**src/design/ssmj_pkg.sv**
```systemverilog
// ----------------------------------------------------------------------------
// ssmj_pkg
// Shared types and constants of the sorted stream merge join.
// ----------------------------------------------------------------------------
package ssmj_pkg;

  localparam int SPOOL_DEPTH   = 32;
  localparam int PAYLOAD_WIDTH = 32;
  localparam int SPOOL_AW      = $clog2(SPOOL_DEPTH);
  localparam int FILL_W        = $clog2(SPOOL_DEPTH + 1);
  localparam int NSLOT         = 3;
  localparam int SPOOL_W       = 32 + PAYLOAD_WIDTH;
  localparam logic [31:0] PAYLOAD_MASK = 32'((64'd1 << PAYLOAD_WIDTH) - 64'd1);

  typedef enum logic [2:0] {
    K_ROW, K_WANT_L, K_WANT_R, K_FIN, K_OVF
  } ssmj_kind_e;

  typedef enum logic [3:0] {
    PH_FIN, PH_FIRST_L, PH_FIRST_R, PH_SCAN_L, PH_SCAN_R, PH_MATCH_L,
    PH_MATCH_R, PH_EMPTY_LEFT, PH_EMPTY_RIGHT, PH_EQ_LEFT, PH_EQ_RIGHT,
    PH_SPOOL, PH_SPOOL_L, PH_DRAIN_L, PH_DRAIN_R
  } ssmj_phase_e;

  typedef enum logic [1:0] {
    G_IDLE, G_FIX, G_REPLAY
  } ssmj_gen_e;

  typedef struct packed {
    logic        req_type;
    logic [31:0] key;
    logic [31:0] count;
    logic [31:0] payload;
    logic        ended;
  } ssmj_beat_t;

  typedef struct packed {
    ssmj_kind_e  kind;
    logic [31:0] key;
    logic [31:0] lc;
    logic [31:0] lp;
    logic [31:0] rc;
    logic [31:0] rp;
  } ssmj_slot_t;

  typedef struct packed {
    ssmj_slot_t slot;
    logic       last;
  } ssmj_gen_t;

  function automatic ssmj_slot_t ssmj_row(logic [31:0] key, logic [31:0] lc,
                                          logic [31:0] lp, logic [31:0] rc,
                                          logic [31:0] rp);
    ssmj_slot_t s;
    s.kind = K_ROW;
    s.key  = key;
    s.lc   = lc;
    s.lp   = lp;
    s.rc   = rc;
    s.rp   = rp;
    return s;
  endfunction

  function automatic ssmj_slot_t ssmj_ctl(ssmj_kind_e kind);
    ssmj_slot_t s;
    s      = '0;
    s.kind = kind;
    return s;
  endfunction

endpackage

```
**src/design/ssmj_out_if.sv**
```systemverilog
// ----------------------------------------------------------------------------
// ssmj_out_if
// Result channel: valid/ready with one result beat.
// ----------------------------------------------------------------------------
interface ssmj_out_if;
  logic        valid;
  logic        ready;
  logic [2:0]  kind;
  logic [31:0] match_key;
  logic [31:0] left_payload;
  logic [31:0] right_payload;
  logic [31:0] multiplicity;
  logic        last;

  modport source (output valid, kind, match_key, left_payload, right_payload,
                  multiplicity, last, input ready);
  modport sink   (input valid, kind, match_key, left_payload, right_payload,
                  multiplicity, last, output ready);
endinterface

```
**src/design/ssmj_emit.sv**
```systemverilog
// ----------------------------------------------------------------------------
// ssmj_emit
// Count product stage and output register of the result channel.
// ----------------------------------------------------------------------------
module ssmj_emit (
  input  logic                clk_i,
  input  logic                rst_ni,
  input  logic                gen_valid_i,
  input  ssmj_pkg::ssmj_gen_t gen_data_i,
  output logic                gen_ready_o,
  ssmj_out_if.source          out_o
);
  import ssmj_pkg::*;

  logic        a_v_q, o_v_q;
  logic [2:0]  a_kind_q, o_kind_q;
  logic [31:0] a_key_q, a_lp_q, a_rp_q, a_prod_q;
  logic [31:0] o_key_q, o_lp_q, o_rp_q, o_prod_q;
  logic        a_last_q, o_last_q;
  logic        o_free, a_move, a_load;
  logic [31:0] prod;

  assign o_free      = !o_v_q || out_o.ready;
  assign a_move      = a_v_q && o_free;
  assign gen_ready_o = !a_v_q || o_free;
  assign a_load      = gen_valid_i && gen_ready_o;
  assign prod        = gen_data_i.slot.lc * gen_data_i.slot.rc;

  always_ff @(posedge clk_i) begin
    if (a_load) begin
      a_kind_q <= 3'(gen_data_i.slot.kind);
      a_key_q  <= gen_data_i.slot.key;
      a_lp_q   <= gen_data_i.slot.lp;
      a_rp_q   <= gen_data_i.slot.rp;
      a_prod_q <= prod;
      a_last_q <= gen_data_i.last;
    end
    if (a_move) begin
      o_kind_q <= a_kind_q;
      o_key_q  <= a_key_q;
      o_lp_q   <= a_lp_q;
      o_rp_q   <= a_rp_q;
      o_prod_q <= a_prod_q;
      o_last_q <= a_last_q;
    end
  end

  always_ff @(posedge clk_i or negedge rst_ni) begin
    if (!rst_ni) begin
      a_v_q <= 1'b0;
      o_v_q <= 1'b0;
    end else begin
      if (gen_ready_o) begin
        a_v_q <= gen_valid_i;
      end
      if (o_free) begin
        o_v_q <= a_v_q;
      end
    end
  end

  assign out_o.valid         = o_v_q;
  assign out_o.kind          = o_kind_q;
  assign out_o.match_key     = o_key_q;
  assign out_o.left_payload  = o_lp_q;
  assign out_o.right_payload = o_rp_q;
  assign out_o.multiplicity  = o_prod_q;
  assign out_o.last          = o_last_q;
endmodule

```
**src/flat_wrapper.sv**
```systemverilog
// flat-port wrapper written by rule: the top's interface ports become plain ports
module ssmj_emit_flat import ssmj_pkg::*;
  (clk_i, rst_ni, gen_valid_i, gen_data_i, gen_ready_o, out_o_valid, out_o_kind, out_o_match_key, out_o_left_payload, out_o_right_payload, out_o_multiplicity, out_o_last, out_o_ready);
  ssmj_out_if out_o_i ();
  input  logic clk_i;
  input  logic rst_ni;
  input  logic gen_valid_i;
  input  ssmj_pkg::ssmj_gen_t gen_data_i;
  output logic gen_ready_o;
  output wire logic [$bits(out_o_i.valid)-1:0] out_o_valid;
  output wire logic [$bits(out_o_i.kind)-1:0] out_o_kind;
  output wire logic [$bits(out_o_i.match_key)-1:0] out_o_match_key;
  output wire logic [$bits(out_o_i.left_payload)-1:0] out_o_left_payload;
  output wire logic [$bits(out_o_i.right_payload)-1:0] out_o_right_payload;
  output wire logic [$bits(out_o_i.multiplicity)-1:0] out_o_multiplicity;
  output wire logic [$bits(out_o_i.last)-1:0] out_o_last;
  input wire logic [$bits(out_o_i.ready)-1:0] out_o_ready;
  assign out_o_valid = out_o_i.valid;
  assign out_o_kind = out_o_i.kind;
  assign out_o_match_key = out_o_i.match_key;
  assign out_o_left_payload = out_o_i.left_payload;
  assign out_o_right_payload = out_o_i.right_payload;
  assign out_o_multiplicity = out_o_i.multiplicity;
  assign out_o_last = out_o_i.last;
  assign out_o_i.ready = out_o_ready;
  ssmj_emit u_core (.clk_i(clk_i), .rst_ni(rst_ni), .gen_valid_i(gen_valid_i), .gen_data_i(gen_data_i), .gen_ready_o(gen_ready_o), .out_o(out_o_i));
endmodule
```
**config.mk**
```make
export PLATFORM = sky130hd
export DESIGN_NAME = ssmj_emit_flat
export DESIGN_NICKNAME = d
export VERILOG_FILES = /design/src/design/ssmj_pkg.sv /design/src/design/ssmj_out_if.sv /design/src/design/ssmj_emit.sv /design/src/flat_wrapper.sv
export SDC_FILE = /design/constraint.sdc
export NUM_CORES = 1
export LEC_CHECK = 0
export ABC_AREA = 1
export BUFFER_PORTS_ARGS = -buffer_cell sky130_fd_sc_hd__buf_2
export CAP_MARGIN = 20
export CORE_MARGIN = 5
export CORE_UTILIZATION = 30
export DETAILED_ROUTE_END_ITERATION = 10
export PLACE_DENSITY = 0.54
export RECOVER_POWER = 25
export SETUP_SLACK_MARGIN = 0.15
export SLEW_MARGIN = 20
export SYNTH_ARGS = -nofsm -noshare
export SYNTH_HDL_FRONTEND = slang
export SYNTH_SLANG_ARGS = --single-unit
```
**constraint.sdc**
```tcl
create_clock -name clk_i -period 10.1 [get_ports clk_i]
set_clock_uncertainty 0.2 [all_clocks]
set_input_delay 0.505 -clock clk_i [delete_from_list [all_inputs] [get_ports clk_i]]
set_output_delay 0.505 -clock clk_i [all_outputs]
set_load 0.1 [all_outputs]
```
==> results of run 1 <==
==> worst min-delay path by stage <==
stage | cells after the start | to | slack, ns | startpoint
floorplan | 0 | u_core.a_v_q | 0.009 | rst_ni
detailed placement | 1 | u_core.a_v_q | 0.09 | rst_ni
finish | 4 | u_core.out_o.valid | 0.07 | out_o_ready
global placement | 1 | u_core.a_v_q | 0.09 | rst_ni
CTS | 4 | u_core.out_o.valid | 0.02 | out_o_ready
global route | 3 | u_core.a_v_q | 0.04 | gen_valid_i
==> worst max-delay path, delay by kind of cell <==
kind            cells  cell delay (ns)
compound gates      1             0.12
buf+inv             4             0.84
simple gates        5             1.79
xor+xnor            1             0.14
fa+ha+maj           9             4.24
==> per-layer routing <==
layer | up-vias | track usage (%)
met4 | 0 | 3.02
met3 | 78 | 1.93
met2 | 549 | 26.6
li1 | 8025 | -
met5 | - | 0
met1 | 8446 | 19.9
==> per-stage QoR <==
stage          area (sq um)  hold WS [ns]  setup slack (ns)  instances
2_1_floorplan         24800       0.00941              1.93       2562
3_3_place_gp          27300        0.0910              2.13       3834
3_5_place_dp          27300        0.0924              2.03       3834
4_1_cts               29200        0.0192              2.59       3982
5_1_grt               29200        0.0404              2.29       3982
6_report              29200        0.0728              2.53       3982
==> Yosys cell counts (5+ instances only) <==
library cell	number	area (sq um)
sky130_fd_sc_hd__xor2_1	25	219
sky130_fd_sc_hd__buf_2	16	80.1
sky130_fd_sc_hd__o21ai_0	10	50.1
sky130_fd_sc_hd__fa_1	408	8170
sky130_fd_sc_hd__edfxtp_1	264	7930
sky130_fd_sc_hd__clkbuf_1	71	267
sky130_fd_sc_hd__buf_4	7	52.6
sky130_fd_sc_hd__nand4_1	5	31.3
sky130_fd_sc_hd__nor2_1	26	97.6
sky130_fd_sc_hd__xnor2_1	20	175
sky130_fd_sc_hd__a21oi_1	31	155
sky130_fd_sc_hd__o21ai_1	6	30.0
sky130_fd_sc_hd__a31oi_1	5	31.3
sky130_fd_sc_hd__nand2_1	682	2560
sky130_fd_sc_hd__nand3_1	36	180
sky130_fd_sc_hd__buf_1	9	33.8
sky130_fd_sc_hd__inv_1	784	2940
sky130_fd_sc_hd__nand3b_1	5	37.5
sky130_fd_sc_hd__ha_1	123	1540
==> layout make-up <==
| class | count | area share [%] |
|---|---|---|
| clock buffer | 31 | 2.37 |
| clock inverter | 16 | 0.691 |
| inverter | 790 | 10.2 |
| multi-input combinational | 1403 | 46.1 |
| sequential | 266 | 27.4 |
| tap | 1070 | 4.59 |
| timing repair buffer | 406 | 8.73 |
==> registers in the layout, summed over array words and instances, names as in the netlist <==
signal / count
u_core.a_key_q: 32
u_core.a_lp_q: 32
u_core.a_prod_q: 32
u_core.a_rp_q: 32
u_core.out_o.left_payload: 32
u_core.out_o.match_key: 32
u_core.out_o.multiplicity: 32
u_core.out_o.right_payload: 32
u_core.a_kind_q: 3
u_core.out_o.kind: 3
u_core.a_last_q: 1
u_core.a_v_q: 1
u_core.out_o.last: 1
u_core.out_o.valid: 1
==> logic make-up after synthesis <==
group	Yosys count
buffers and inverters	893
AO/OA/AOI/OAI	64
AND/OR/NAND/NOR	763
adder cells (fa/ha/maj)	531
XOR/XNOR	45
flip-flops	266
==> flow_summary.ini, run 1 <==
[outcome]
status = completed

[worst_setup_path]
cp.arrival_ns = 7.64
timing.setup.critical_path_class = input pin to flop
path_common_cell = sky130_fd_sc_hd__fa_1
slowest_stage = sky130_fd_sc_hd__nor4_1
crit_path_from = gen_data_i[35]
startpoint_type = input pin
crit_chain = buf_2 > nand2_1 > inv_1 > fa_1 > inv_1 > fa_1 > fa_1 > fa_1 > inv_1 > fa_1 > fa_1 > fa_1 > fa_1 > ha_1 > nand2_1 > nor4_1 > nand4_1 > nand3_1 > a21oi_1 > xnor2_1
setup.worst_path.end_class = flop
timing.rr.end = u_core.out_o.multiplicity[2]
crit_end = u_core.a_prod_q[27]
r2r_start = u_core.out_o.valid
reg2regPathDepth = 3
crit_fanout = 31
crit_required_ns = 10.17
slowest_cell_delay_on_critical_path_ns = 0.93
r2r_slack_ns = 6.82

[cells_and_area]
antenna_cells = 0
sequential_cell_area_sq_um = 7980
multiInputGateArea_sq_um = 13400
nets = 3593
mostFrequentLayoutCell = sky130_fd_sc_hd__inv_1
n_fill_cell = 8364
layout-drive-gt1-share_pct = 12.3
utilization_pct = 35.6
most-common-layout-cells = sky130_fd_sc_hd__inv_1, sky130_fd_sc_hd__nand2_1, sky130_fd_sc_hd__fa_1
flow.area_growth_from_synthesis_pct = 17.6

[drt]
via_per_inst = 4.29
m1WireLength_microns = 28400
first_iter_violations = 1025
drtAntennaViolNets = 0
drc = 0
met2WireLength_microns = 32900
detail_route.wirelength_microns = 66600
route.detailed.wl_per_inst_microns = 16.7
dr_total_vias = 17098
met3WireLength_microns = 4030
detail_route.first_pass.iterations = 6
topRoutingLayerUsed = met4

[clocking]
insertion_delay_ns = 0.54
cts-hold-fix-buffers = 101
path_clk_slew_ns = 0.06
cts-resized-gates = 0
clockRootBuffer = sky130_fd_sc_hd__clkbuf_16
postCtsSetupBuffers = 0
clock_tree.htree_level_count = 1
cts_num_sinks = 266
ctsLongestPathBuffers = 3
cts-buffers-inserted = 27
cts_tree = done

[global_routing]
grt_max_degree = 77
grt_first_pass_wirelength_microns = 106000
vias_in_the_first_global_route = 18364
overflow = 0
global_route_total_usage_across_every_layer_pct = 15.0
number_of_antenna_violations_at_the_first_check_in_global_routing = 0

[floorplan]
die-height_microns = 298
fp.dieW_microns = 298
core_region_area_sq_um = 82000
floorplan.initialDensity_pct = 30.2
placement_rows = 105
i_o_pins = 302
dieArea_sq_um = 88500

[sta]
finalSetupViolations = 0
period_share_pct = 74.9
post-route-min-period_ns = 7.57
slew_headroom_pct = 28.5
finalSetupTns_ns = 0
maxSlewViolCount = 0
hold_viol = 0
worst_slew_pin_slew_ns = 1.06
grt_setup_unrepaired = no
max_clock_freq_ghz = 0.132

[yosys]
synth_simple_gate_area_share_pct = 11.9
yosys_warnings = 0
synthesis.area_per_instance_sq_um = 9.68
synth.ff_latch_count = 266
synthAdderAreaFrac_pct = 39.1
synth_top_family_by_area = adder cells
synth_compound_gate_area_share_pct = 1.46
number_of_flops_mapped_to_enable_cells_by_yosys = 264
synthesized_netlist_net_count = 3261
number_of_unique_standard_cell_types_used_by_synthesis = 33
synth.mux.area_fraction_pct = 0
synth_area_in_xor_xnor_pct = 1.59
ys_seq_area_share_pct = 32.2
synthesis.area_sq_um = 24800
synthCells = 2562
async_flop_share_pct = 0.752
ys_dominant_reg_cell = sky130_fd_sc_hd__edfxtp_1

[place]
gp_congestion = 0.863
port_buffers = 301
detailed_placer_s_ending_hpwl_microns = 51700

[worst_hold_path]
hold_path.class = input pin to flop

[run]
maxCapViolations = 0
Power of run 1 is not shown: default switching activity piles up to over one toggle a cycle in this logic, so the estimate is an artifact.
==> inputs of run 2 (changes only) <==
Clock period 10.1 ns to 7.6 ns, I/O delays scaled along.
==> flow_summary.ini, run 2 (synthesized netlist as in run 1, its figures left out) <==
[outcome]
status = completed

[clocking]
cts_num_sinks = 266
cts-buffers-inserted = 27
insertion_delay_ns = 0.55
ctsLongestPathBuffers = 3
clock_tree.htree_level_count = 1
path_clk_slew_ns = 0.07
cts-resized-gates = 0
clockRootBuffer = sky130_fd_sc_hd__clkbuf_16
cts_tree = done

[global_routing]
overflow = 0
grt_max_degree = 110
number_of_antenna_violations_at_the_first_check_in_global_routing = 1
grt_first_pass_wirelength_microns = 105000
vias_in_the_first_global_route = 17826
global_route_total_usage_across_every_layer_pct = 15.0

[worst_setup_path]
cp.arrival_ns = 7.02
crit_required_ns = 7.70
setup.worst_path.end_class = flop
r2r_slack_ns = 4.86
timing.rr.end = u_core.a_prod_q[6]
reg2regPathDepth = 4
startpoint_type = input pin
timing.setup.critical_path_class = input pin to flop
r2r_start = u_core.out_o.valid
crit_fanout = 14

[drt]
detail_route.wirelength_microns = 67400
route.detailed.wl_per_inst_microns = 16.8
via_per_inst = 4.27
detail_route.first_pass.iterations = 5
first_iter_violations = 927
drc = 0
drtAntennaViolNets = 0
dr_total_vias = 17147

[place]
gp_congestion = 0.857
detailed_place.area_sq_um = 27500
detailed_placer_s_ending_hpwl_microns = 53800
port_buffers = 301

[sta]
slew_headroom_pct = 37.9
grt_setup_unrepaired = no
maxSlewViolCount = 0
period_share_pct = 91.1
hold_viol = 0
finalSetupTns_ns = 0
worst_slew_pin_slew_ns = 0.932
max_clock_freq_ghz = 0.144
finalSetupViolations = 0
post-route-min-period_ns = 6.92

[cells_and_area]
nets = 3622
mostFrequentLayoutCell = sky130_fd_sc_hd__inv_1
utilization_pct = 35.9
final_cell_area_sq_um = 29400
antenna_cells = 0
layout-drive-gt1-share_pct = 13.0
flow.area_growth_from_synthesis_pct = 18.6
most-common-layout-cells = sky130_fd_sc_hd__inv_1, sky130_fd_sc_hd__nand2_1, sky130_fd_sc_hd__fa_1

[worst_hold_path]
hold_start = u_core.a_rp_q[7]
hold_path.class = flop to flop
hold-path-cell-count = 0
worstHoldEndpoint = u_core.out_o.right_payload[7]

[floorplan]
die-height_microns = 298
dieArea_sq_um = 88500
core_region_area_sq_um = 82000
i_o_pins = 302
placement_rows = 105
fp.dieW_microns = 298
floorplan.initialDensity_pct = 30.2

[run]
maxCapViolations = 0
run 2: how the worst max path moves through the flow:
| stage | slack, ns | start | to | cells past startpoint |
|---|---|---|---|---|
| 3_3_place_gp | 0.11 | gen_data_i[41] | u_core.a_prod_q[30] | 22 |
| 2_1_floorplan | 0.93 | gen_data_i[36] | u_core.a_prod_q[27] | 23 |
| 3_5_place_dp | 0.18 | gen_data_i[41] | u_core.a_prod_q[30] | 22 |
| 4_1_cts | 0.74 | gen_data_i[106] | u_core.a_prod_q[30] | 24 |
| 5_1_grt | 0.46 | gen_data_i[41] | u_core.a_prod_q[30] | 24 |
| 6_report | 0.68 | gen_data_i[106] | u_core.a_prod_q[30] | 24 |
run 2: what timing repair did:
| item | CTS | global route |
|---|---|---|
| buffers inserted | 0 | 0 |
| endpoints found under the setup margin | 0 | 0 |
| hold endpoints to repair | 104 | 0 |
| hold buffers | 104 | 0 |
run 2: per-layer routing:
metal  track usage (%)  up-vias  wire length, microns
li1                  -     8083                     -
met1              19.7     8457                 28800
met2              26.8      529                 33700
met3              1.96       76                  3630
met4              2.87        2                  1310
met5                 0        -                     7
run 2: area by class of cell:
type	count	area, sq um
inverters	790	2970
well taps	1070	1340
flip-flops and latches	266	7980
clock buffers	30	687
repair buffers	435	2800
multi-input cells	1403	13400
fillers	8315	52600
clock inverters	20	213
run 2: worst max-delay path, stage by stage:
cell	delay, ns
sky130_fd_sc_hd__buf_2	0.37
sky130_fd_sc_hd__buf_4	0.31
sky130_fd_sc_hd__nand2_1	0.07
sky130_fd_sc_hd__inv_1	0.09
sky130_fd_sc_hd__fa_1	0.45
sky130_fd_sc_hd__fa_1	0.54
sky130_fd_sc_hd__inv_1	0.05
sky130_fd_sc_hd__fa_1	0.47
sky130_fd_sc_hd__inv_1	0.05
sky130_fd_sc_hd__fa_1	0.50
sky130_fd_sc_hd__inv_1	0.05
sky130_fd_sc_hd__fa_1	0.60
sky130_fd_sc_hd__inv_1	0.07
sky130_fd_sc_hd__fa_1	0.38
sky130_fd_sc_hd__fa_1	0.56
sky130_fd_sc_hd__fa_1	0.43
sky130_fd_sc_hd__ha_1	0.38
sky130_fd_sc_hd__a21oi_1	0.26
sky130_fd_sc_hd__o21ai_0	0.14
sky130_fd_sc_hd__nor2_1	0.19
sky130_fd_sc_hd__nand3_1	0.24
sky130_fd_sc_hd__nand2_1	0.13
sky130_fd_sc_hd__nand3_1	0.09
sky130_fd_sc_hd__xor2_1	0.16
run 2: through the flow:
stage	instances	hold slack [ns]	setup WS [ns]
after floorplan	2562	-0.116	0.932
after global placement	3860	-0.0328	0.114
after detailed placement	3860	-0.0304	0.176
after CTS	4014	0.185	0.739
after global routing	4014	0.187	0.463
final	4014	0.189	0.676
Power of run 2 is left out for the same reason.
