**config.mk**
```make
export PLATFORM = sky130hd
export DESIGN_NAME = ssmj_front_flat
export DESIGN_NICKNAME = d
export VERILOG_FILES = /design/src/design/ssmj_pkg.sv /design/src/design/ssmj_in_if.sv /design/src/design/ssmj_front.sv /design/src/flat_wrapper.sv
export SDC_FILE = /design/constraint.sdc
export NUM_CORES = 1
export LEC_CHECK = 0
export ABC_AREA = 1
export CORE_UTILIZATION = 28
export CTS_BUF_LIST = sky130_fd_sc_hd__clkbuf_4 sky130_fd_sc_hd__clkbuf_8
export DETAILED_ROUTE_END_ITERATION = 7
export DONT_BUFFER_PORTS = 1
export GPL_TIMING_DRIVEN = 0
export PLACE_DENSITY = 0.51
export SETUP_SLACK_MARGIN = 0.5
export SLEW_MARGIN = 20
export SYNTH_ARGS = -nofsm -noshare
export SYNTH_HDL_FRONTEND = slang
export SYNTH_SLANG_ARGS = --single-unit
```
**constraint.sdc**
```tcl
create_clock -name clk_i -period 5.4 [get_ports clk_i]
set_input_delay 0 -clock clk_i [delete_from_list [all_inputs] [get_ports clk_i]]
set_output_delay 0 -clock clk_i [all_outputs]
set_load 0.01 [all_outputs]
```
**src/design/ssmj_pkg.sv**
```systemverilog
// ----------------------------------------------------------------------------
// ssmj_pkg
// Shared types and constants of the sorted stream merge join.
// ----------------------------------------------------------------------------
package ssmj_pkg;

  localparam int SPOOL_DEPTH   = 32;
  localparam int PAYLOAD_WIDTH = 32;
  localparam int SPOOL_AW      = $clog2(SPOOL_DEPTH);
  localparam int FILL_W        = $clog2(SPOOL_DEPTH + 1);
  localparam int NSLOT         = 3;
  localparam int SPOOL_W       = 32 + PAYLOAD_WIDTH;
  localparam logic [31:0] PAYLOAD_MASK = 32'((64'd1 << PAYLOAD_WIDTH) - 64'd1);

  typedef enum logic [2:0] {
    K_ROW, K_WANT_L, K_WANT_R, K_FIN, K_OVF
  } ssmj_kind_e;

  typedef enum logic [3:0] {
    PH_FIN, PH_FIRST_L, PH_FIRST_R, PH_SCAN_L, PH_SCAN_R, PH_MATCH_L,
    PH_MATCH_R, PH_EMPTY_LEFT, PH_EMPTY_RIGHT, PH_EQ_LEFT, PH_EQ_RIGHT,
    PH_SPOOL, PH_SPOOL_L, PH_DRAIN_L, PH_DRAIN_R
  } ssmj_phase_e;

  typedef enum logic [1:0] {
    G_IDLE, G_FIX, G_REPLAY
  } ssmj_gen_e;

  typedef struct packed {
    logic        req_type;
    logic [31:0] key;
    logic [31:0] count;
    logic [31:0] payload;
    logic        ended;
  } ssmj_beat_t;

  typedef struct packed {
    ssmj_kind_e  kind;
    logic [31:0] key;
    logic [31:0] lc;
    logic [31:0] lp;
    logic [31:0] rc;
    logic [31:0] rp;
  } ssmj_slot_t;

  typedef struct packed {
    ssmj_slot_t slot;
    logic       last;
  } ssmj_gen_t;

  function automatic ssmj_slot_t ssmj_row(logic [31:0] key, logic [31:0] lc,
                                          logic [31:0] lp, logic [31:0] rc,
                                          logic [31:0] rp);
    ssmj_slot_t s;
    s.kind = K_ROW;
    s.key  = key;
    s.lc   = lc;
    s.lp   = lp;
    s.rc   = rc;
    s.rp   = rp;
    return s;
  endfunction

  function automatic ssmj_slot_t ssmj_ctl(ssmj_kind_e kind);
    ssmj_slot_t s;
    s      = '0;
    s.kind = kind;
    return s;
  endfunction

endpackage

```
**src/design/ssmj_in_if.sv**
```systemverilog
// ----------------------------------------------------------------------------
// ssmj_in_if
// Request channel: valid/ready with the delivered tuple.
// ----------------------------------------------------------------------------
interface ssmj_in_if;
  logic        valid;
  logic        ready;
  logic        req_type;
  logic [31:0] key;
  logic [31:0] count;
  logic [31:0] payload;

  modport source (output valid, req_type, key, count, payload, input ready);
  modport sink   (input valid, req_type, key, count, payload, output ready);
endinterface

```
**src/design/ssmj_front.sv**
```systemverilog
// ----------------------------------------------------------------------------
// ssmj_front
// Accepts request beats, classifies end of stream, two entry queue.
// ----------------------------------------------------------------------------
module ssmj_front (
  input  logic                clk_i,
  input  logic                rst_ni,
  ssmj_in_if.sink             in_i,
  output logic                q_valid_o,
  output ssmj_pkg::ssmj_beat_t q_data_o,
  input  logic                q_pop_i
);
  import ssmj_pkg::*;

  ssmj_beat_t ent_q [2];
  logic       wp_q, rp_q;
  logic [1:0] cnt_q;
  logic       push;
  ssmj_beat_t nb;

  assign in_i.ready = (cnt_q != 2'd2);
  assign push       = in_i.valid && in_i.ready;

  always_comb begin
    nb.req_type = in_i.req_type;
    nb.key      = in_i.key;
    nb.count    = in_i.count;
    nb.payload  = in_i.payload & PAYLOAD_MASK;
    nb.ended    = (in_i.count == 32'd0);
  end

  always_ff @(posedge clk_i) begin
    if (push) begin
      ent_q[wp_q] <= nb;
    end
  end

  always_ff @(posedge clk_i or negedge rst_ni) begin
    if (!rst_ni) begin
      wp_q  <= 1'b0;
      rp_q  <= 1'b0;
      cnt_q <= 2'd0;
    end else begin
      if (push) begin
        wp_q <= ~wp_q;
      end
      if (q_pop_i) begin
        rp_q <= ~rp_q;
      end
      cnt_q <= cnt_q + {1'b0, push} - {1'b0, q_pop_i};
    end
  end

  assign q_valid_o = (cnt_q != 2'd0);
  assign q_data_o  = ent_q[rp_q];
endmodule

```
**src/flat_wrapper.sv**
```systemverilog
// flat-port wrapper written by rule: the top's interface ports become plain ports
module ssmj_front_flat import ssmj_pkg::*;
  (clk_i, rst_ni, q_valid_o, q_data_o, q_pop_i, in_i_valid, in_i_req_type, in_i_key, in_i_count, in_i_payload, in_i_ready);
  ssmj_in_if in_i_i ();
  input  logic clk_i;
  input  logic rst_ni;
  output logic q_valid_o;
  output ssmj_pkg::ssmj_beat_t q_data_o;
  input  logic q_pop_i;
  input wire logic [$bits(in_i_i.valid)-1:0] in_i_valid;
  input wire logic [$bits(in_i_i.req_type)-1:0] in_i_req_type;
  input wire logic [$bits(in_i_i.key)-1:0] in_i_key;
  input wire logic [$bits(in_i_i.count)-1:0] in_i_count;
  input wire logic [$bits(in_i_i.payload)-1:0] in_i_payload;
  output wire logic [$bits(in_i_i.ready)-1:0] in_i_ready;
  assign in_i_i.valid = in_i_valid;
  assign in_i_i.req_type = in_i_req_type;
  assign in_i_i.key = in_i_key;
  assign in_i_i.count = in_i_count;
  assign in_i_i.payload = in_i_payload;
  assign in_i_ready = in_i_i.ready;
  ssmj_front u_core (.clk_i(clk_i), .rst_ni(rst_ni), .in_i(in_i_i), .q_valid_o(q_valid_o), .q_data_o(q_data_o), .q_pop_i(q_pop_i));
endmodule
```
==> out/metrics.csv, run 1 <==
metric;value;unit
status;finished with violations;
violations in the final reports;hold timing;
worst path cell trace;nand2_1 > nand2_1 > nor2_4 > buf_12;
Starting Density;28.5;%
Avg Cell Area, Syn;20.8;um^2
Min Clock Period, post-route;1.69;ns
family with the most delay on the worst path;simple AND/OR/NAND/NOR gates;
sequential element share of the synthesized area;80.8;%
delay of the slowest critical-path stage;0.42;ns
top cells by area, synth;edfxtp_1 (79%), mux2_2 (13%), mux2_4 (2.0%);
Yosys top cell by area;edfxtp_1;
Die X;165;um
post-CTS setup buffer count;0;
clock-pin slew reported for the worst setup and hold paths after clock tree synthesis;0.11;ns
Slew Viols, Final;0;
fraction of final layout cells with drive strength greater than 1;30.2;%
Floorplan Core Area;26000;um^2
slowest cell on the critical path;dfrtp_1;
most repeated library cell on the critical path;nand2_1;
overall global routing resource usage;10.9;%
worst-case hold slack;-0.00547;ns
CP Buf/Inv Count;1;
share of the clock period used by the worst path after layout;31.3;%
count of buffers inserted at the top-level ports;0;
post-detail-place hpwl;9860;um
critical path start-end classification;reg2reg;
final global-route overflow total;0;
number of violations reported at the end of detailed-routing iteration 0;180;
total iterations of the first detailed-routing run;4;
via count;3544;
YS warnings;0;
count of endpoints failing hold in the final timing report;2;
CTS sink count;200;
clk_skew;0.0210;ns
count of boundary I/O pins;201;
number of global-route vias before repair;3875;
final setup violation count;0;
data arrival at the endpoint of the critical path;1.84;ns
endpoint required time on the critical path;5.56;ns
mapped cell area;7410;um^2
total placed instance area;8040;um^2
kind of capture point of the worst setup path;flip-flop;
remaining routing DRC violations;0;
cts bufs inserted;17;
Max IR drop VDD;0.173;mV
clock latency on the worst-skew pair;0.45;ns
mean routed wirelength per cell;17.4;um
total negative slack;0;ns
area of the die;27100;um^2
Cells after Synth;356;
number of nets in the finished design;587;
TritonCTS clock tree;done;
Worst Setup Start Kind;flip-flop;
final non-filler cell area;9430;um^2
setup repair after global routing missed its margin;false;
gpl congestion;0.680;
first-pass GRT wire length;21400;um
area growth from synthesis to final layout;27.2;%
number of antenna violations at the first check in global routing;2;
unique cell type count in the Yosys netlist;13;
Post-Syn Nets;459;
pin count of the biggest net entering global routing;26;
deepest clock path buffer count;2;
P per Cell Area;473;nW/um^2
register bit count reported by yosys;200;
# Max-Cap Violations;0;
Die H;165;um
Max FO, Critical Path;25;
hold-fix buffer count after cts;101;
static leakage power;3.14;nW
relative max-transition margin;74.6;%
path type of the worst min-delay path;in2reg;
buffer cell driving the clock tree root;clkbuf_8;
vias per cell;4.25;
upper clock frequency limit;592;MHz
Total Wirelength;14500;um
register-to-register path setup slack;3.71;ns
slew of the pin with the lowest slew margin;0.380;ns
# H-tree levels;4;
number of core rows;59;
Resized cells post-CTS;0;
top-area cell type share of the netlist area;79.4;%
post-route ant nets;0;
[metal layers]
layer | global-route usage (%) | vias to the layer above | part of all wire, %
met2 | 18.6 | 129 | 52
met3 | 4.52 | 12 | 8.0
met4 | 3.92 | 0 | 1.2
met5 | 0 | - | 0
met1 | 12.1 | 1775 | 39
li1 | - | 1628 | -
[flip-flops by register name (all words and copies together) (netlist names)]
register      cells
u_core.rp_q       1
u_core.cnt_q      2
u_core.wp_q       1
u_core.ent_q    196
[placed cells by master (no fill, tap or decap), drive strengths merged]
cell type    netlist  layout
diode              0       2
edfxtp           196     196
inv                4       9
xnor2              2       2
clkinv             0       8
dlygate4sd3        0     101
ha                 2       2
clkbuf             0      17
xor2               1       1
nor2              25      25
dfrtp              4       4
bufinv             0       1
nand2             12      12
clkinvlp           0       1
or2                1       1
mux2              98      98
buf               11      19
[synthesized netlist by cell type]
cell type	n
buf_2	8
buf_6	3
dfrtp_1	4
edfxtp_1	196
ha_1	2
inv_1	4
mux2_2	88
mux2_4	10
nand2_1	12
nor2_1	25
or2_2	1
xnor2_1	2
xor2_1	1
[tightest hold or removal path, cell delays in order]
cell	delay (ns)
nor2_1	0.02
nand2_1	0.08
nor2_1	0.05
nand2_1	0.07
nor2_1	0.05
[path summary, 6_finish.rpt]
path | from | endpoint | cells after the start
worst max-delay path | u_core.cnt_q[1] | u_core.ent_q[0][18] | 4
worst min-delay path | in_i_count[3] | u_core.ent_q[0][0] | 5
worst max register to register | u_core.cnt_q[1] | u_core.ent_q[0][18] | 4
worst min register to register | u_core.wp_q | u_core.wp_q | 2
max in group asynchronous | rst_ni | u_core.cnt_q[0] | 2
min in group asynchronous | rst_ni | u_core.cnt_q[1] | 2
[area by class of cell]
class	count	area, um^2
sequential	200	5990
antenna	2	5.00
inverter	4	15.0
clock buffer	17	234
timing repair buffer	109	1200
clock inverter	15	144
multi-input combinational	141	1350
fill	2422	16600
tap	335	419
buffer	11	73.8
[cell families after synthesis]
| family | Yosys count | share of synthesized area [%] |
|---|---|---|
| adders and majority gates | 2 | 0.338 |
| and+or+nand+nor | 38 | 1.96 |
| xor gates and xnor gates | 3 | 0.355 |
| buffers and inverters | 15 | 1.20 |
| DFF | 200 | 80.8 |
| muxes | 98 | 15.4 |
[power by group]
group	switching (W)	total [W]	internal (W)
combinational	0.000782	0.00137	0.000588
sequential	0.0000747	0.00218	0.00211
clock	0.000537	0.000914	0.000377
[through the flow]
stage / util, % / setup WS, ns / cells / total power (W) / hold slack, ns
5_1_grt: 36.3 / 3.56 / 833 / 0.00471 / 0.00745
3_5_place_dp: 30.9 / 3.71 / 699 / 0.00356 / -0.295
2_1_floorplan: - / 1.77 / 356 / 0.00318 / -0.296
4_1_cts: 36.3 / 3.61 / 832 / 0.00456 / 0.00341
6_report: 36.3 / 3.71 / 834 / 0.00446 / -0.00547
3_3_place_gp: 30.2 / 0.239 / 691 / 0.00346 / -0.295
No activity file was read; power rests on OpenSTA's default activity.
==> run 2, diff against run 1 <==
--- a/config.mk
+++ b/config.mk
@@ -5,13 +5,13 @@
 export SDC_FILE = /design/constraint.sdc
 export NUM_CORES = 1
 export LEC_CHECK = 0
-export ABC_AREA = 1
+export ABC_AREA = 0
 export CORE_UTILIZATION = 28
 export CTS_BUF_LIST = sky130_fd_sc_hd__clkbuf_4 sky130_fd_sc_hd__clkbuf_8
 export DETAILED_ROUTE_END_ITERATION = 7
 export DONT_BUFFER_PORTS = 1
 export GPL_TIMING_DRIVEN = 0
-export PLACE_DENSITY = 0.51
+export PLACE_DENSITY = 0.49
 export SETUP_SLACK_MARGIN = 0.5
 export SLEW_MARGIN = 20
 export SYNTH_ARGS = -nofsm -noshare
==> constraint.sdc (replaced) <==
create_clock -name clk_i -period 1.75 [get_ports clk_i]
set_input_delay 0 -clock clk_i [delete_from_list [all_inputs] [get_ports clk_i]]
set_output_delay 0 -clock clk_i [all_outputs]
set_load 0.01 [all_outputs]
==> out/metrics.csv, run 2 <==
metric;value;unit;change
status;completed;;
gpl congestion;0.680;;about the same
static leakage power;3.66;nW;+16%
# H-tree levels;4;;unchanged
mapped cell area;7360;um^2;-0.64%
Slew Viols, Final;0;;unchanged
flip-flop count of the largest register after layout;196;;unchanged
most common library cells after synthesis;edfxtp_1 (196), mux2_2 (88), mux2_4 (10), buf_2 (8), nor4_1 (8);;
Avg Cell Area, Syn;22.0;um^2;+5.9%
count of buffers inserted at the top-level ports;0;;unchanged
number of global-route vias before repair;3929;;+1.4%
Worst Setup Start Kind;flip-flop;;
vias per cell;4.32;;+1.6%
overall global routing resource usage;12.7;%;+1.8 points
number of violations reported at the end of detailed-routing iteration 0;163;;-9.4%
endpoint required time on the critical path;1.93;ns;-3.63 ns
total negative slack;0;ns;unchanged
largest registers in the final layout;u_core.ent_q x196, u_core.cnt_q x2;;
TritonCTS clock tree;done;;
# Max-Cap Violations;0;;unchanged
Die H;164;um;-0.32%
final setup violation count;0;;unchanged
post-route ant nets;0;;unchanged
reg2reg start;u_core.cnt_q[1];;
top cells by area, synth;edfxtp_1 (80%), mux2_2 (13%), mux2_4 (2.0%);;
Min Clock Period, post-route;1.67;ns;-0.0196 ns
Cells after Synth;334;;-6.2%
upper clock frequency limit;599;MHz;+1.2%
remaining routing DRC violations;0;;unchanged
P per Cell Area;1550;nW/um^2;+230%
first-pass GRT wire length;24400;um;+14%
CTS sink count;200;;unchanged
Total Wirelength;17200;um;+18%
clock-pin slew reported for the worst setup and hold paths after clock tree synthesis;0.11;ns;about the same
ANT cells;0;;-2
most frequent cells in the layout;edfxtp_1 (196), dlygate4sd3_1 (101), mux2_2 (79);;
number of antenna violations at the first check in global routing;0;;-2
number of nets in the finished design;622;;+6.0%
switching power;0.00502;W;+260%
total placed instance area;7920;um^2;-1.4%
Starting Density;28.9;%;+0.39 points
deepest clock path buffer count;2;;unchanged
fraction of power consumed by combinational cells;41.0;%;+10 points
YS warnings;0;;unchanged
register bit count reported by yosys;200;;unchanged
Biggest register;u_core.ent_q;;
Max FO, Critical Path;6;;-76%
most used standard cell by instance count after synthesis;edfxtp_1;;
FILL cells;2242;;-7.4%
area growth from synthesis to final layout;44.0;%;
count of endpoints failing hold in the final timing report;0;;-2
Internal Pwr Total;0.0114;W;+270%
final non-filler cell area;10600;um^2;+12%
sequential element share of the synthesized area;81.3;%;+0.52 points
top-area cell type share of the netlist area;79.9;%;+0.51 points
cells on worst reg2reg path;7;;+3
Max IR drop VDD;0.719;mV;+320%
count of boundary I/O pins;201;;unchanged
share of the clock period used by the worst path after layout;95.3;%;+64 points
kind of capture point of the worst setup path;flip-flop;;
buffer cell driving the clock tree root;clkbuf_8;;
path type of the worst min-delay path;in2reg;;
worst path cell trace;nand2b_4 > nand2_4 > nor2_4 > buf_12 > buf_16 > buf_4 > buf_16;;
critical path start-end classification;reg2reg;;
total iterations of the first detailed-routing run;6;;+2
launch instance of the worst min-delay path;in_i_key[2];;
data arrival at the endpoint of the critical path;1.85;ns;about the same
Floorplan Core Area;25500;um^2;-2.0%
number of core rows;58;;-1.7%
most repeated library cell on the critical path;buf_16;;
slowest cell on the critical path;dfrtp_2;;
via count;3720;;+5.0%
clock group share of total power;17.5;%;-3.0 points
fraction of registers with async set/reset;2.00;%;unchanged
r2r endpoint;u_core.ent_q[0][50];;
relative max-transition margin;66.1;%;-8.5 points
hold path depth;1;;-4
clk_skew;0.00801;ns;-0.0130 ns
unique cell type count in the Yosys netlist;17;;+4
fraction of final layout cells with drive strength greater than 1;40.6;%;+10 points
pin count of the biggest net entering global routing;19;;-27%
switching share of power;30.5;%;-0.67 points
cts bufs inserted;17;;unchanged
endpoint of the worst hold path;u_core.ent_q[0][67];;
mean routed wirelength per cell;20.0;um;+14%
clock latency on the worst-skew pair;0.44;ns;about the same
delay of the slowest critical-path stage;0.47;ns;+0.05 ns
fraction of power consumed by sequential logic;41.5;%;-7.3 points
number of synthesized flops with an enable pin;196;;unchanged
setup repair after global routing missed its margin;true;;
slew of the pin with the lowest slew margin;0.507;ns;+0.127 ns
register-to-register path setup slack;0.08;ns;-3.63 ns
Die X;164;um;-0.32%
Yosys top cell by area;edfxtp_1;;
area of the die;27000;um^2;-0.63%
post-detail-place hpwl;9610;um;-2.5%
final global-route overflow total;0;;unchanged
Post-Syn Nets;437;;-4.8%
dominant synthesized flop cell;edfxtp_1;;
most frequent standard cell in the layout excluding fill and tap cells;edfxtp_1;;
-- run 2: cell types whose count changed in the layout (fill, tap and decap cells not counted), sizes merged, moves of 2 or more --
cell / delta
nand2b: +2
nand4: +2
nor2: -23
diode: -2
nand2: -11
and3: +7
buf: +49
clkinv: -4
nor4: +8
clkinvlp: +3
-- run 2: worst max-delay path by stage --
stage	cells past startpoint	start	slack, ns	end
after floorplan	3	u_core.cnt_q[1]	-0.73	u_core.ent_q[0][0]
after global placement	3	u_core.cnt_q[1]	-1.56	u_core.ent_q[0][79]
after detailed placement	3	u_core.cnt_q[1]	-0.23	u_core.ent_q[1][82]
after CTS	4	u_core.rp_q	0.06	q_data_o[85]
after global routing	4	u_core.rp_q	0.02	q_data_o[85]
final	7	u_core.cnt_q[1]	0.08	u_core.ent_q[0][50]
-- run 2: area by class of cell --
type,instances,area [um^2],share of cell area [%]
inverters,3,11.3,0.106
plain buffers,11,164,1.55
flip-flops and latches,200,5990,56.5
clock inverters,14,140,1.32
clock buffers,18,241,2.28
well taps,330,413,3.89
repair buffers,159,2190,20.7
multi-input cells,127,1450,13.7
-- run 2: per-layer routing --
metal  vias to the layer above  part of all wire [%]  GRT usage (%)
met5                         -                     0              0
met4                         0                  0.74           3.41
met3                         6                   6.1           3.54
met2                       116                    51           21.5
met1                      1875                    42           15.9
li1                       1723                     -              -
-- run 2: timing repair --
action | in CTS | in global routing
buffers inserted | 27 | 6
pin swaps | 5 | 3
cloned | 25 | 2
endpoints found under the setup margin | 296 | 298
endpoints found under the hold margin | 239 | 0
resized for setup | 71 | 20
hold buffers | 101 | 0
-- run 2: cells by family after synthesis --
group	Yosys count	share of synthesized area, %
mux	98	15.5
simple gates	16	1.26
xor+xnor	4	0.476
buf+inv	14	1.16
flops	200	81.3
fa+ha+maj	2	0.340
-- run 2: stage by stage --
stage	power, W	util (%)	cells	worst slack (ns)	hold WS, ns
4_1_cts	0.0164	41.0	854	0.0593	0.159
5_1_grt	0.0173	41.6	862	0.0224	0.148
3_5_place_dp	0.0109	31.1	669	-0.232	-0.295
6_report	0.0164	41.6	862	0.0817	0.197
2_1_floorplan	0.00984	-	334	-0.728	-0.296
3_3_place_gp	0.0107	30.6	664	-1.56	-0.295
-- run 2: critical path, delay by kind of cell, from the launching register on --
kind	cells	cell delay [ns]
buf+inv	4	0.51
simple gates	3	0.41
flops	1	0.47
-- run 2: power groups by stage --
stage | clock network, W | registers (W) | logic [W]
after floorplan | 0 | 0.00685 | 0.00299
after global placement | 0 | 0.00692 | 0.00380
after detailed placement | 0 | 0.00688 | 0.00405
after CTS | 0.00300 | 0.00682 | 0.00662
after global routing | 0.00318 | 0.00692 | 0.00717
final | 0.00288 | 0.00682 | 0.00675
